[src/sv/bpt_pkg.sv]
package bpt_pkg;

    localparam int RAW_W    = 24;
    localparam int COEF_W   = 16;
    localparam int IDX_W    = 3;
    localparam int DT_W     = 25;
    localparam int TEMP1_W  = 19;
    localparam int TEMP_W   = 20;
    localparam int WIDE_W   = 40;
    localparam int OUT_W    = 32;
    localparam int PRESS_W  = 30;
    localparam int T_REF    = 2000;
    localparam int T_COLD   = 1500;

    localparam logic [IDX_W-1:0] IDX_C1 = 3'd0;
    localparam logic [IDX_W-1:0] IDX_C2 = 3'd1;
    localparam logic [IDX_W-1:0] IDX_C3 = 3'd2;
    localparam logic [IDX_W-1:0] IDX_C4 = 3'd3;
    localparam logic [IDX_W-1:0] IDX_C5 = 3'd4;
    localparam logic [IDX_W-1:0] IDX_C6 = 3'd5;

    typedef struct packed {
        logic [COEF_W-1:0] c1;
        logic [COEF_W-1:0] c2;
        logic [COEF_W-1:0] c3;
        logic [COEF_W-1:0] c4;
        logic [COEF_W-1:0] c5;
        logic [COEF_W-1:0] c6;
    } coeff_t;

    typedef struct packed {
        logic                     valid;
        logic                     bad;
        logic [RAW_W-1:0]         d1;
        logic signed [TEMP_W-1:0] temp;
        logic signed [WIDE_W-1:0] off;
        logic signed [WIDE_W-1:0] sens;
    } front_t;

endpackage

[src/sv/bpt_regfile.sv]
module bpt_regfile import bpt_pkg::*; (
    input  logic              aclk,
    input  logic              aresetn,
    input  logic              wr_en,
    input  logic [IDX_W-1:0]  wr_index,
    input  logic [COEF_W-1:0] wr_data,
    output coeff_t            coeff
);

    coeff_t coeff_reg;
    coeff_t coeff_next;

    always_comb begin
        coeff_next = coeff_reg;
        if (wr_en) begin
            unique case (wr_index)
                IDX_C1: coeff_next.c1 = wr_data;
                IDX_C2: coeff_next.c2 = wr_data;
                IDX_C3: coeff_next.c3 = wr_data;
                IDX_C4: coeff_next.c4 = wr_data;
                IDX_C5: coeff_next.c5 = wr_data;
                IDX_C6: coeff_next.c6 = wr_data;
                default: coeff_next = coeff_reg;
            endcase
        end
    end

    always_ff @(posedge aclk) begin
        if (!aresetn) begin
            coeff_reg <= '0;
        end else begin
            coeff_reg <= coeff_next;
        end
    end

    assign coeff = coeff_reg;

endmodule

[config.mk]
export PLATFORM = sky130hd
export DESIGN_NAME = bpt_regfile
export DESIGN_NICKNAME = d
export VERILOG_FILES = /design/src/sv/bpt_pkg.sv /design/src/sv/bpt_regfile.sv
export SDC_FILE = /design/constraint.sdc
export NUM_CORES = 1
export LEC_CHECK = 0
export ABC_AREA = 1
export ABC_CLOCK_PERIOD_IN_PS = 1700
export BUFFER_PORTS_ARGS = -buffer_cell sky130_fd_sc_hd__buf_2
export CORE_MARGIN = 1.5
export CORE_UTILIZATION = 35
export CTS_CLUSTER_DIAMETER = 60
export DETAILED_ROUTE_END_ITERATION = 8
export PLACE_DENSITY = 0.55
export SLEW_MARGIN = 20
export SYNTH_ARGS = -nofsm -noshare
export SYNTH_HDL_FRONTEND = slang
export SYNTH_SLANG_ARGS = --single-unit
export TNS_END_PERCENT = 100
[constraint.sdc]
create_clock -name aclk -period 1.7 [get_ports aclk]
set_clock_uncertainty 0.15 [all_clocks]
set_input_delay 0.255 -clock aclk [delete_from_list [all_inputs] [get_ports aclk]]
set_output_delay 0.255 -clock aclk [all_outputs]
set_load 0.1 [all_outputs]
# Word level (Yosys, flattened, before mapping)
# Index checks and enable logic that the tools add are counted.
# word_totals
register_bits,96
input_bits,22
output_inout_bits,96
word_cells,18
# classes
n_eq_ne,5
reduce_logical,7
# ops
cell,count
$reduce_and 2->1,6
$eq 3x2->1 const B,2
$eq 3x3->1 const B,2
$eq 3x1->1 const B,1
$logic_not 3->1,1

# Longest topological paths before layout
# depth
word_depth,2
ltp_mapped,6
ltp_nobuf,5

# Worst setup path before layout
# OpenSTA, ideal clock, no wires.
# synth_path
path_type,register -> register
startpoint,register coeff[0] (netlist name)
endpoint,register coeff_reg (netlist bit coeff[0])
setup_time_ns,0.065
arrival_ns,1.142
t_required_ns,1.485
slack_ns,0.343
stages_incl_launch_ff,3
n_path_buf,0
synth_period_minus_slack_ns,1.357
cell_sequence,dfxtp_1 -> nor2_1 -> nor2_1
# synth_rtl
item,line_no,rtl
to (signal assigned),bpt_regfile.sv:32,coeff_reg <= coeff_next;
to (decl),bpt_regfile.sv:10,coeff_t coeff_reg;

# Final worst setup path
# layout_path
startpoint,register coeff_reg (netlist bit coeff[90])
endpoint,output coeff[90] (netlist bit)
# layout_rtl
item,line_no,rtl
to (decl),bpt_regfile.sv:7,output coeff_t coeff
# No word-level cell between the ends.

==> summary.txt <==
Detailed routing
  – # DRC: 0
  – Final wirelength: 11700 um
  – Pre-antenna DRT Iters: 5
  – Iter 0 DRT Violations: 214
  – Vias: 3745
  – Wirelength per Cell: approximately 15 um
  – Post-route ant nets: 0
  – Vias per cell: about 4.7

Setup path
  – Worst path required time: roughly 1.3 ns
  – Worst path cell trace: buf_2
  – Reg2Reg Setup Slack: roughly 0.94 ns
  – CP max FO: 2
  – Worst r2r src: coeff[90]$_SDFFE_PN0P_
  – CP max stage cell: buf_2
  – Setup crit start kind: flop
  – Register-to-Register Path Depth: 2
  – Crit Path Class: reg -> out
  – Top cell family by delay on the critical path: buffers and inverters
  – CP Data Arrival Time: ~1.2 ns
  – Max incr delay on CP: around 0.45 ns
  – Reg2reg end: coeff[90]$_SDFFE_PN0P_
  – Crit end category: output port
  – Worst Path Buf+Inv: 1

Hold path
  – Worst hold path class: in -> reg
  – Hold_sp: wr_data[15]
  – WHS Path Cells: 5
  – Worst Hold Path EP: coeff[79]$_SDFFE_PN0P_

Synth
  – Cell Area, Synth: 3860 um^2
  – Mapped Nets: around 570
  – Post-synth cell types: 12
  – Cells after Synth: roughly 550
  – Flops & latches, synth: 96
  – Synth warn: 0
  – Sequential area share after synthesis: 49.8%
  – Syn avg cell area: about 7.0 um^2

Global route
  – Overflow after GRT: 0
  – Largest net degree at the start of global routing: between 90 and 100
  – Gr usage total: slightly above 20%
  – First-pass GRT wire length: around 18000 um
  – Initial antenna violation count: 0
  – Vias in the first global route: ~3300

Placement
  – Dpl ws: ~0.24 ns
  – Final HPWL from detailed placement: between 7000 and 8000 um
  – GPL Wtd Cong: ~0.76
  – Port Buf Inserts: ~120

Floorplan
  – Initial core utilization: approximately 36%
  – Die W: 108 um
  – Die Ht: 108 um
  – Die Area: 11700 um^2
  – FP Rows: 38
  – Core Footprint: between 10000 and 15000 um^2
  – I/O pin count: about 120

Final layout
  – Largest register FFs: 96
  – Ant diodes: 0
  – Commonest non-fill, non-tap cell in the layout: nor2_1
  – Layout Utilization: between 40% and 50%
  – Layout cells sized above 1: between 20% and 30%
  – Area grow syn2layout: 23.3%
  – Most frequent cells in the layout: nor2_1, buf_2, nand2_1
  – # nets final: between 600 and 700
  – Filler cell count: 1133

STA
  – Slew Limit Fails: 0
  – Final period utilization: approximately 95%
  – Min cycle time layout: between 1.5 and 2 ns
  – Hold_ws: about 0.19 ns
  – Endpoints failing setup: 0
  – Hold Vio Cnt, Final: 0
  – Relative slew margins: around two thirds
  – Least-Margin Pin Slew: slightly above 0.5 ns
  – RSZ-0062 raised after global routing: false
  – Setup TNS: 0 ns
  – Setup slack after layout: about 0.083 ns
  – Max Freq: 619 MHz

CTS
  – CTS tree: yes
  – Setup bufs post-CTS: 0
  – H-tree lvl count: 3
  – Clk_lat worst skew: 0.37 ns
  – Num CTS Buffers: 9
  – CTS resizes: 0
  – Clock sink count: 96
  – Root buffer cell: clkbuf_8
  – CTS Buffer Depth: 2
  – CTS Hold Bufs: 0
  – CTS clk-pin slew, worst paths: around 0.090 ns

Power and ir drop
  – Pwr dens: between 1000 and 1500 nW/um^2
  – Leak: 2.34 nW
  – Worst vdd ir: 450 uV

Flow run
  – Max-Cap Viols: 0

Outcome
  – Status: finished, final reports clean
==> metal layers <==
layer | routed length [um] | global-route usage [%] | vias up
met5 | 0 | 0 | -
met4 | 268 | 9.21 | 0
met3 | 728 | 3.62 | 17
met2 | 5530 | 33.7 | 114
met1 | 5150 | 26.6 | 1701
li1 | - | - | 1913
==> stage by stage <==
stage	cell area, um^2	power [mW]	instances
2_1_floorplan	3860	3.29	552
3_3_place_gp	4540	3.50	782
3_5_place_dp	4540	3.51	782
4_1_cts	4760	5.11	798
5_1_grt	4760	5.29	798
6_report	4760	5.08	798
==> cell type report <==
| class | count | area [um^2] | area share (%) |
|---|---|---|---|
| clock buffers | 14 | 183 | 3.84 |
| clock inverters | 2 | 35.0 | 0.736 |
| inverters | 22 | 82.6 | 1.74 |
| multi-input cells | 400 | 1680 | 35.4 |
| flip-flops and latches | 96 | 1920 | 40.4 |
| well taps | 140 | 175 | 3.68 |
| repair buffers | 124 | 676 | 14.2 |
==> cell usage after synthesis <==
| cell type | count | share of area, % |
|---|---|---|
| nor2_1 | 193 | 19 |
| nand2_1 | 101 | 9.8 |
| dfxtp_1 | 96 | 50 |
| nand3_1 | 96 | 12 |
| buf_2 | 22 | 2.9 |
| inv_1 | 20 | 1.9 |
| buf_1 | 6 | 0.58 |
| buf_4 | 6 | 1.2 |
| nor2_4 | 6 | 1.8 |
| nor2_2 | 3 | 0.49 |
| inv_2 | 2 | 0.19 |
| nand2_2 | 1 | 0.16 |
==> worst min-delay path: stages <==
cell and delay (ns):
buf_2 0.08, inv_1 0.12, nand3_1 0.11, nand2_1 0.05, nor2_1 0.07
==> how the worst max path moves through the flow <==
stage                                      start                     end  slack, ns  depth (start not counted)
after floorplan            coeff[0]$_SDFFE_PN0P_   coeff[0]$_SDFFE_PN0P_       0.34                          2
after global placement               wr_index[2]  coeff[15]$_SDFFE_PN0P_       0.26                          7
after detailed placement             wr_index[2]  coeff[30]$_SDFFE_PN0P_       0.24                          7
after CTS                 coeff[90]$_SDFFE_PN0P_               coeff[90]       0.09                          1
after global routing      coeff[90]$_SDFFE_PN0P_               coeff[90]       0.07                          1
final                     coeff[90]$_SDFFE_PN0P_               coeff[90]       0.08                          1
==> power by group <==
group	total, mW	internal, mW	switching, mW
sequential	2.37	2.33	0.0413
combinational	1.08	0.185	0.899
clock	1.63	0.841	0.786
==> kinds of logic (layout without fill, tap and decap cells) <==
family,after synthesis,in the layout,share of synthesized area (%)
buf+inv,56,162,6.74
flops,96,96,49.8
simple gates,400,400,43.4
No activity file was read; power rests on OpenSTA's default activity.
