File: src/sv/bpt_pkg.sv
package bpt_pkg;

    localparam int RAW_W    = 24;
    localparam int COEF_W   = 16;
    localparam int IDX_W    = 3;
    localparam int DT_W     = 25;
    localparam int TEMP1_W  = 19;
    localparam int TEMP_W   = 20;
    localparam int WIDE_W   = 40;
    localparam int OUT_W    = 32;
    localparam int PRESS_W  = 30;
    localparam int T_REF    = 2000;
    localparam int T_COLD   = 1500;

    localparam logic [IDX_W-1:0] IDX_C1 = 3'd0;
    localparam logic [IDX_W-1:0] IDX_C2 = 3'd1;
    localparam logic [IDX_W-1:0] IDX_C3 = 3'd2;
    localparam logic [IDX_W-1:0] IDX_C4 = 3'd3;
    localparam logic [IDX_W-1:0] IDX_C5 = 3'd4;
    localparam logic [IDX_W-1:0] IDX_C6 = 3'd5;

    typedef struct packed {
        logic [COEF_W-1:0] c1;
        logic [COEF_W-1:0] c2;
        logic [COEF_W-1:0] c3;
        logic [COEF_W-1:0] c4;
        logic [COEF_W-1:0] c5;
        logic [COEF_W-1:0] c6;
    } coeff_t;

    typedef struct packed {
        logic                     valid;
        logic                     bad;
        logic [RAW_W-1:0]         d1;
        logic signed [TEMP_W-1:0] temp;
        logic signed [WIDE_W-1:0] off;
        logic signed [WIDE_W-1:0] sens;
    } front_t;

endpackage

File: src/sv/bpt_press.sv
module bpt_press import bpt_pkg::*; (
    input  logic                    aclk,
    input  logic                    aresetn,
    input  logic                    en,
    input  front_t                  in,
    output logic                    out_valid,
    output logic signed [OUT_W-1:0] pressure,
    output logic signed [OUT_W-1:0] temperature,
    output logic                    valid_res
);

    localparam int PH_W   = RAW_W + 1 + (WIDE_W - 20);
    localparam int PL_W   = RAW_W + 20;
    localparam int PROD_W = 66;
    localparam int X_W    = 44;
    localparam int Y_W    = 46;

    logic [2:0] v_reg;

    // Stage 7: partial products of D1 and SENS.
    logic                     bad7_reg;
    logic signed [TEMP_W-1:0] temp7_reg;
    logic signed [WIDE_W-1:0] off7_reg;
    logic signed [PH_W-1:0]   ph_reg;
    logic [PL_W-1:0]          pl_reg;
    logic signed [WIDE_W-21:0] sens_hi;
    logic signed [PH_W-1:0]   ph_next;
    logic [PL_W-1:0]          pl_next;

    // Stage 8: full product, shifted.
    logic                     bad8_reg;
    logic signed [TEMP_W-1:0] temp8_reg;
    logic signed [WIDE_W-1:0] off8_reg;
    logic signed [X_W-1:0]    x_reg;
    logic signed [PROD_W-1:0] prod_hi, prod_lo, prod, prod_sh;

    // Stage 9: output register.
    logic                     valid_res_reg;
    logic signed [OUT_W-1:0]  pressure_reg, temperature_reg;
    logic signed [Y_W-1:0]    y, y_sh;
    logic signed [PRESS_W-1:0] p_next;

    assign sens_hi = in.sens[WIDE_W-1:20];
    assign ph_next = $signed({1'b0, in.d1}) * sens_hi;
    assign pl_next = in.d1 * in.sens[19:0];

    assign prod_hi = PROD_W'(ph_reg) <<< 20;
    assign prod_lo = {{(PROD_W-PL_W){1'b0}}, pl_reg};
    assign prod    = prod_hi + prod_lo;
    assign prod_sh = prod >>> 21;

    assign y      = Y_W'(x_reg) - Y_W'(off8_reg);
    assign y_sh   = y >>> 15;
    assign p_next = y_sh[PRESS_W-1:0];

    always_ff @(posedge aclk) begin
        if (!aresetn) begin
            v_reg <= '0;
        end else if (en) begin
            v_reg <= {v_reg[1:0], in.valid};
        end
    end

    always_ff @(posedge aclk) begin
        if (en) begin
            bad7_reg        <= in.bad;
            temp7_reg       <= in.temp;
            off7_reg        <= in.off;
            ph_reg          <= ph_next;
            pl_reg          <= pl_next;

            bad8_reg        <= bad7_reg;
            temp8_reg       <= temp7_reg;
            off8_reg        <= off7_reg;
            x_reg           <= prod_sh[X_W-1:0];

            valid_res_reg   <= !bad8_reg;
            pressure_reg    <= bad8_reg ? '0 : OUT_W'(p_next);
            temperature_reg <= bad8_reg ? '0 : OUT_W'(temp8_reg);
        end
    end

    assign out_valid   = v_reg[2];
    assign pressure    = pressure_reg;
    assign temperature = temperature_reg;
    assign valid_res   = valid_res_reg;

endmodule
File: config.mk
export PLATFORM = sky130hd
export DESIGN_NAME = bpt_press
export DESIGN_NICKNAME = d
export VERILOG_FILES = /design/src/sv/bpt_pkg.sv /design/src/sv/bpt_press.sv
export SDC_FILE = /design/constraint.sdc
export NUM_CORES = 2
export LEC_CHECK = 0
export ABC_AREA = 1
export BUFFER_PORTS_ARGS = -buffer_cell sky130_fd_sc_hd__buf_2
export CORE_ASPECT_RATIO = 1.75
export CORE_MARGIN = 2
export CORE_UTILIZATION = 36
export CTS_BUF_LIST = sky130_fd_sc_hd__clkbuf_2
export DETAILED_ROUTE_END_ITERATION = 8
export PLACE_DENSITY_LB_ADDON = 0.15
export SYNTH_ARGS = -nofsm -noshare
export SYNTH_HDL_FRONTEND = slang
export SYNTH_SLANG_ARGS = --single-unit
File: constraint.sdc
create_clock -name aclk -period 6.6 [get_ports aclk]
set_input_delay 0.66 -clock aclk [delete_from_list [all_inputs] [get_ports aclk]]
set_output_delay 0.66 -clock aclk [all_outputs]
set_load 0.005 [all_outputs]
# Word level (Yosys, flattened, before mapping)

Cells that the tools add are included.

Add/sub/neg operators: 2
Multiply operators: 2
Div/mod/pow operators: 0
Magnitude comparators: 0
Equality and inequality tests: 0
Shifts and indexed selects: 0
Multiplexer cells: 0
Bitwise logic cells: 0
Reductions and logical operators: 1

Operators by type and width:

| operator                     | count |
|---|---|
| adder 65 x 45 -> 65 bit      | 1 |
| multiplier 25 x 20 -> 45 bit | 1 |
| subtractor 44 x 40 -> 45 bit | 1 |
| multiplier 24 x 20 -> 44 bit | 1 |
| logical NOT 1 bit            | 1 |

Flip-flop bits (word level): 309
Bits in latches: 0
Memory bits (writable): 0
Memory bits (read-only): 0
Input port bits: 129
Word-level logic and storage cells: 18
Memories: 0

# Depth between registers and ports, before layout

Depth in word-level cells: 1
Mapped depth: 28

# Least setup slack after synthesis

No wires, ideal clock.

Path kind: in2reg
From: input port in[5] (netlist bit)
To: register pl_reg[31], data pin
Library setup time: 0.252 ns
Data arrival time: 5.876 ns
Data required time: 6.348 ns
Setup slack: 0.472 ns
Stages on the path: 24
Path through: clkbuf_1 nand2_1 fa_1 inv_1 fa_1 inv_1 fa_1 inv_1 fa_1 fa_1 fa_1 inv_1 fa_1 inv_1 ha_1 nand2_2 nor2_2 nand2_1 nor3_1 o21ai_0 nand3_1 nand3_1 nand3_1 nand2_1

Word-level cells in the longest chain between the ends: 1

Ends and longest elaborated chain:

| element                      | RTL line        | source |
|---|---|---|
| start: declaration           | bpt_press.sv:5  | `input front_t in,` |
| multiplier 24 x 20 -> 44 bit | bpt_press.sv:45 | `assign pl_next = in.d1 * in.sens[19:0];` |
| named net pl_next[31]        | bpt_press.sv:28 | `logic [PL_W-1:0] pl_next;` |
| end signal: assignment       | bpt_press.sv:70 | `pl_reg <= pl_next;` |
| end: declaration             | bpt_press.sv:25 | `logic [PL_W-1:0] pl_reg;` |

The timed path passes the listed nets, and every way through them passes these cells.
A chain may end at the register's enable or synchronous reset.

# Worst setup path in the final report

From: input port in[25] (netlist bit)
To: register ph_reg[39], data pin

Word-level cells in the longest chain between the ends: 1

Ends and longest elaborated chain:

| element                      | RTL line        | source |
|---|---|---|
| multiplier 25 x 20 -> 45 bit | bpt_press.sv:44 | `assign ph_next = $signed({1'b0, in.d1}) * sens_hi;` |
| named net ph_next[39]        | bpt_press.sv:27 | `logic signed [PH_W-1:0] ph_next;` |
| end signal: assignment       | bpt_press.sv:69 | `ph_reg <= ph_next;` |
| end: declaration             | bpt_press.sv:24 | `logic signed [PH_W-1:0] ph_reg;` |

The timed path passes the listed nets, and every way through them passes these cells.

==> run summary <==
status - completed
total wire length - 154000 um
antenna-violating nets left - 0
Cell variety after synth - 51
post-route cell area - 55200 um^2
Hold Crit Class - input pin to flop
Die ar. - 136000 um^2
Fin Hold WS - 0.203 ns
most frequent cells in the layout - inv_1, nand2_1, fa_1
RSZ-0062 raised after global routing - false
Post-Syn Area - 47900 um^2
Final min period - 5.80 ns
CTS tree - done
DP Wirelength - 134000 um
GR peak layer - met2
CTS Buf Count - 66
met1 Use GR - 25.1%
Largest register FFs - 45
R2R setup slack - 3.60 ns
maxcap violations - 0
#FFs+latches synth - 289
first-pass GRT wire length - 240000 um
Final Hold Fails - 0
port bufs - 194
post-synthesis sequential area ratio - 18.1%
Place WS - -0.353 ns
antenna violations before repair - 6
crit path cell chain - buf_2, buf_4, nand2_1, fa_1, fa_1, fa_1, inv_1, fa_1, fa_1, fa_1, inv_1, fa_1, inv_1, ha_1, a21oi_1, o21ai_0, a21oi_1, nand3_1, nand2_1, nand2_1, xor2_1
largest net degree at the start of global routing - 122
# DRC - 0
Placed Cells - 8107
met2 GRT Util - 44.5%
Syn-to-layout area delta - 15.3%
total setup buffers inserted after CTS - 0
final setup vio count - 0
Slowest cell on crit path - fa_1
Final Cycle Share - 87.9%
Die W - 280 um
synthesized instance count - 5976
clk buf depth - 3
Final Max Tran Viols - 0
Max Fanout on Critical Path - 13
CP Launch Type - input pin
CORE AREA - 132000 um^2
vias per cell - 4.69
share of post-route cells with drive strength above 1 - 12.0%
gpl congestion - 0.984
Worst EP arrival - 6.63 ns
Setup Crit Path Kind - input pin to flop
grt ovf - 0
Most common cell on crit path - fa_1
Starting Density - 36.2%
crit end category - flop
CTS H-tree lvls - 3
syn nets - 7289
via count - 38868
mean post-synth cell area - 8.02 um^2
final setup skew - 0.115 ns
row count - 177
WP data required - 7.42 ns
Post-synth top flop - edfxtp_1
die height - 487 um
Tot GR Track Use - 23.2%
grt met3 use - 1.87%
Final Worst Setup Slack - 0.797 ns
clock-pin slew on the worst setup and hold paths - 0.12 ns
Max-Slew Margin vs Limit - 37.9%
worst skew pair latency - 1.10 ns
Ports - 195
Synth async-reset ratio - 0%
root buffer cell - clkbuf_2
CP peak stage delay - 0.56 ns
# resized after CTS - 0
Area after DPL - 53900 um^2
router iterations before antenna repair - 5
most common cell after layout, fill and taps aside - inv_1
vias in the first global route - 42397
Max Fclk - 172 MHz
nets - 7853
Post-CTS Hold Fix Bufs - 65
Synth Warn # - 0
worst slew pin tran - 0.932 ns
initial DRC count - 1943
Layout Cells excl Fill - 8285
EDFF count, synth - 286
routed wire length per instance - 18.6 um
clk sinks - 289
==> synth_stat cells (11+ instances only) <==
cell | count | area share, %
nor2_2 | 11 | 0.14
a21o_1 | 12 | 0.19
o21bai_1 | 14 | 0.22
edfxtp_1 | 286 | 18
nand3_1 | 113 | 1.2
o21a_1 | 12 | 0.19
nor2_1 | 336 | 2.6
a21oi_1 | 223 | 2.3
fa_1 | 785 | 33
or2_2 | 11 | 0.14
inv_1 | 1642 | 13
clkbuf_1 | 179 | 1.4
ha_1 | 399 | 10
buf_4 | 14 | 0.22
nand2_2 | 14 | 0.18
o21ai_0 | 117 | 1.2
nor3_1 | 24 | 0.25
xnor2_1 | 19 | 0.35
xor2_1 | 59 | 1.1
nand4_1 | 37 | 0.48
nand2_1 | 1597 | 13
==> cell families (layout without fill, tap and decap cells) <==
| kind of cell | count (synthesis) | after routing | share of synthesized area, % |
|---|---|---|---|
| xor+xnor | 78 | 78 | 1.43 |
| simple gates | 2176 | 2176 | 18.1 |
| fa+ha+maj | 1184 | 1184 | 43.2 |
| buf+inv | 1842 | 2449 | 14.5 |
| compound gates | 407 | 407 | 4.67 |
| flops | 289 | 289 | 18.1 |
| other cells | 0 | 2 | 0 |
==> final cells by class <==
type                            count  area (um^2)
Timing Repair Buffer              692         5330
Clock buffer                       88          440
Fill cell                       13805        77200
Inverter                         1646         6180
Antenna cell                        2         5.00
Tap cell                         1700         2130
Sequential cell                   289         8650
Multi-Input combinational cell   3845        32300
Clock inverter                     23          205
==> worst max-delay path, delay by kind of cell <==
kind | cells | cell delay [ns]
AOI/OAI and AO/OA | 3 | 0.76
adders and majority gates | 8 | 3.92
xor gates and xnor gates | 1 | 0.15
and+or+nand+nor | 4 | 0.52
buffers and inverters | 5 | 0.63
==> stage by stage <==
stage | setup TNS, ns | utilization [%]
floorplan | 0 | -
detailed placement | -6.53 | 40.7
global placement | -5.67 | 40.7
global route | 0 | 41.7
CTS | 0 | 41.7
finish | 0 | 41.7
==> worst paths after layout <==
path                  endpoint    startpoint  cells past startpoint
setup / recovery    ph_reg[39]        in[25]                     21
hold / removal       ph_reg[0]       in[100]                      4
setup reg to reg     x_reg[32]    pl_reg[31]                     10
hold reg to reg   off8_reg[34]  off7_reg[34]                      0
==> routing by layer <==
metal	vias up	wire length (um)
met3	315	4830
li1	18719	-
met5	-	13
met2	899	82900
met1	18933	57400
met4	2	9330
Power is left out: the tool's default activity adds up to more than one toggle a clock period on the data nets, which glitch-free logic cannot reach.
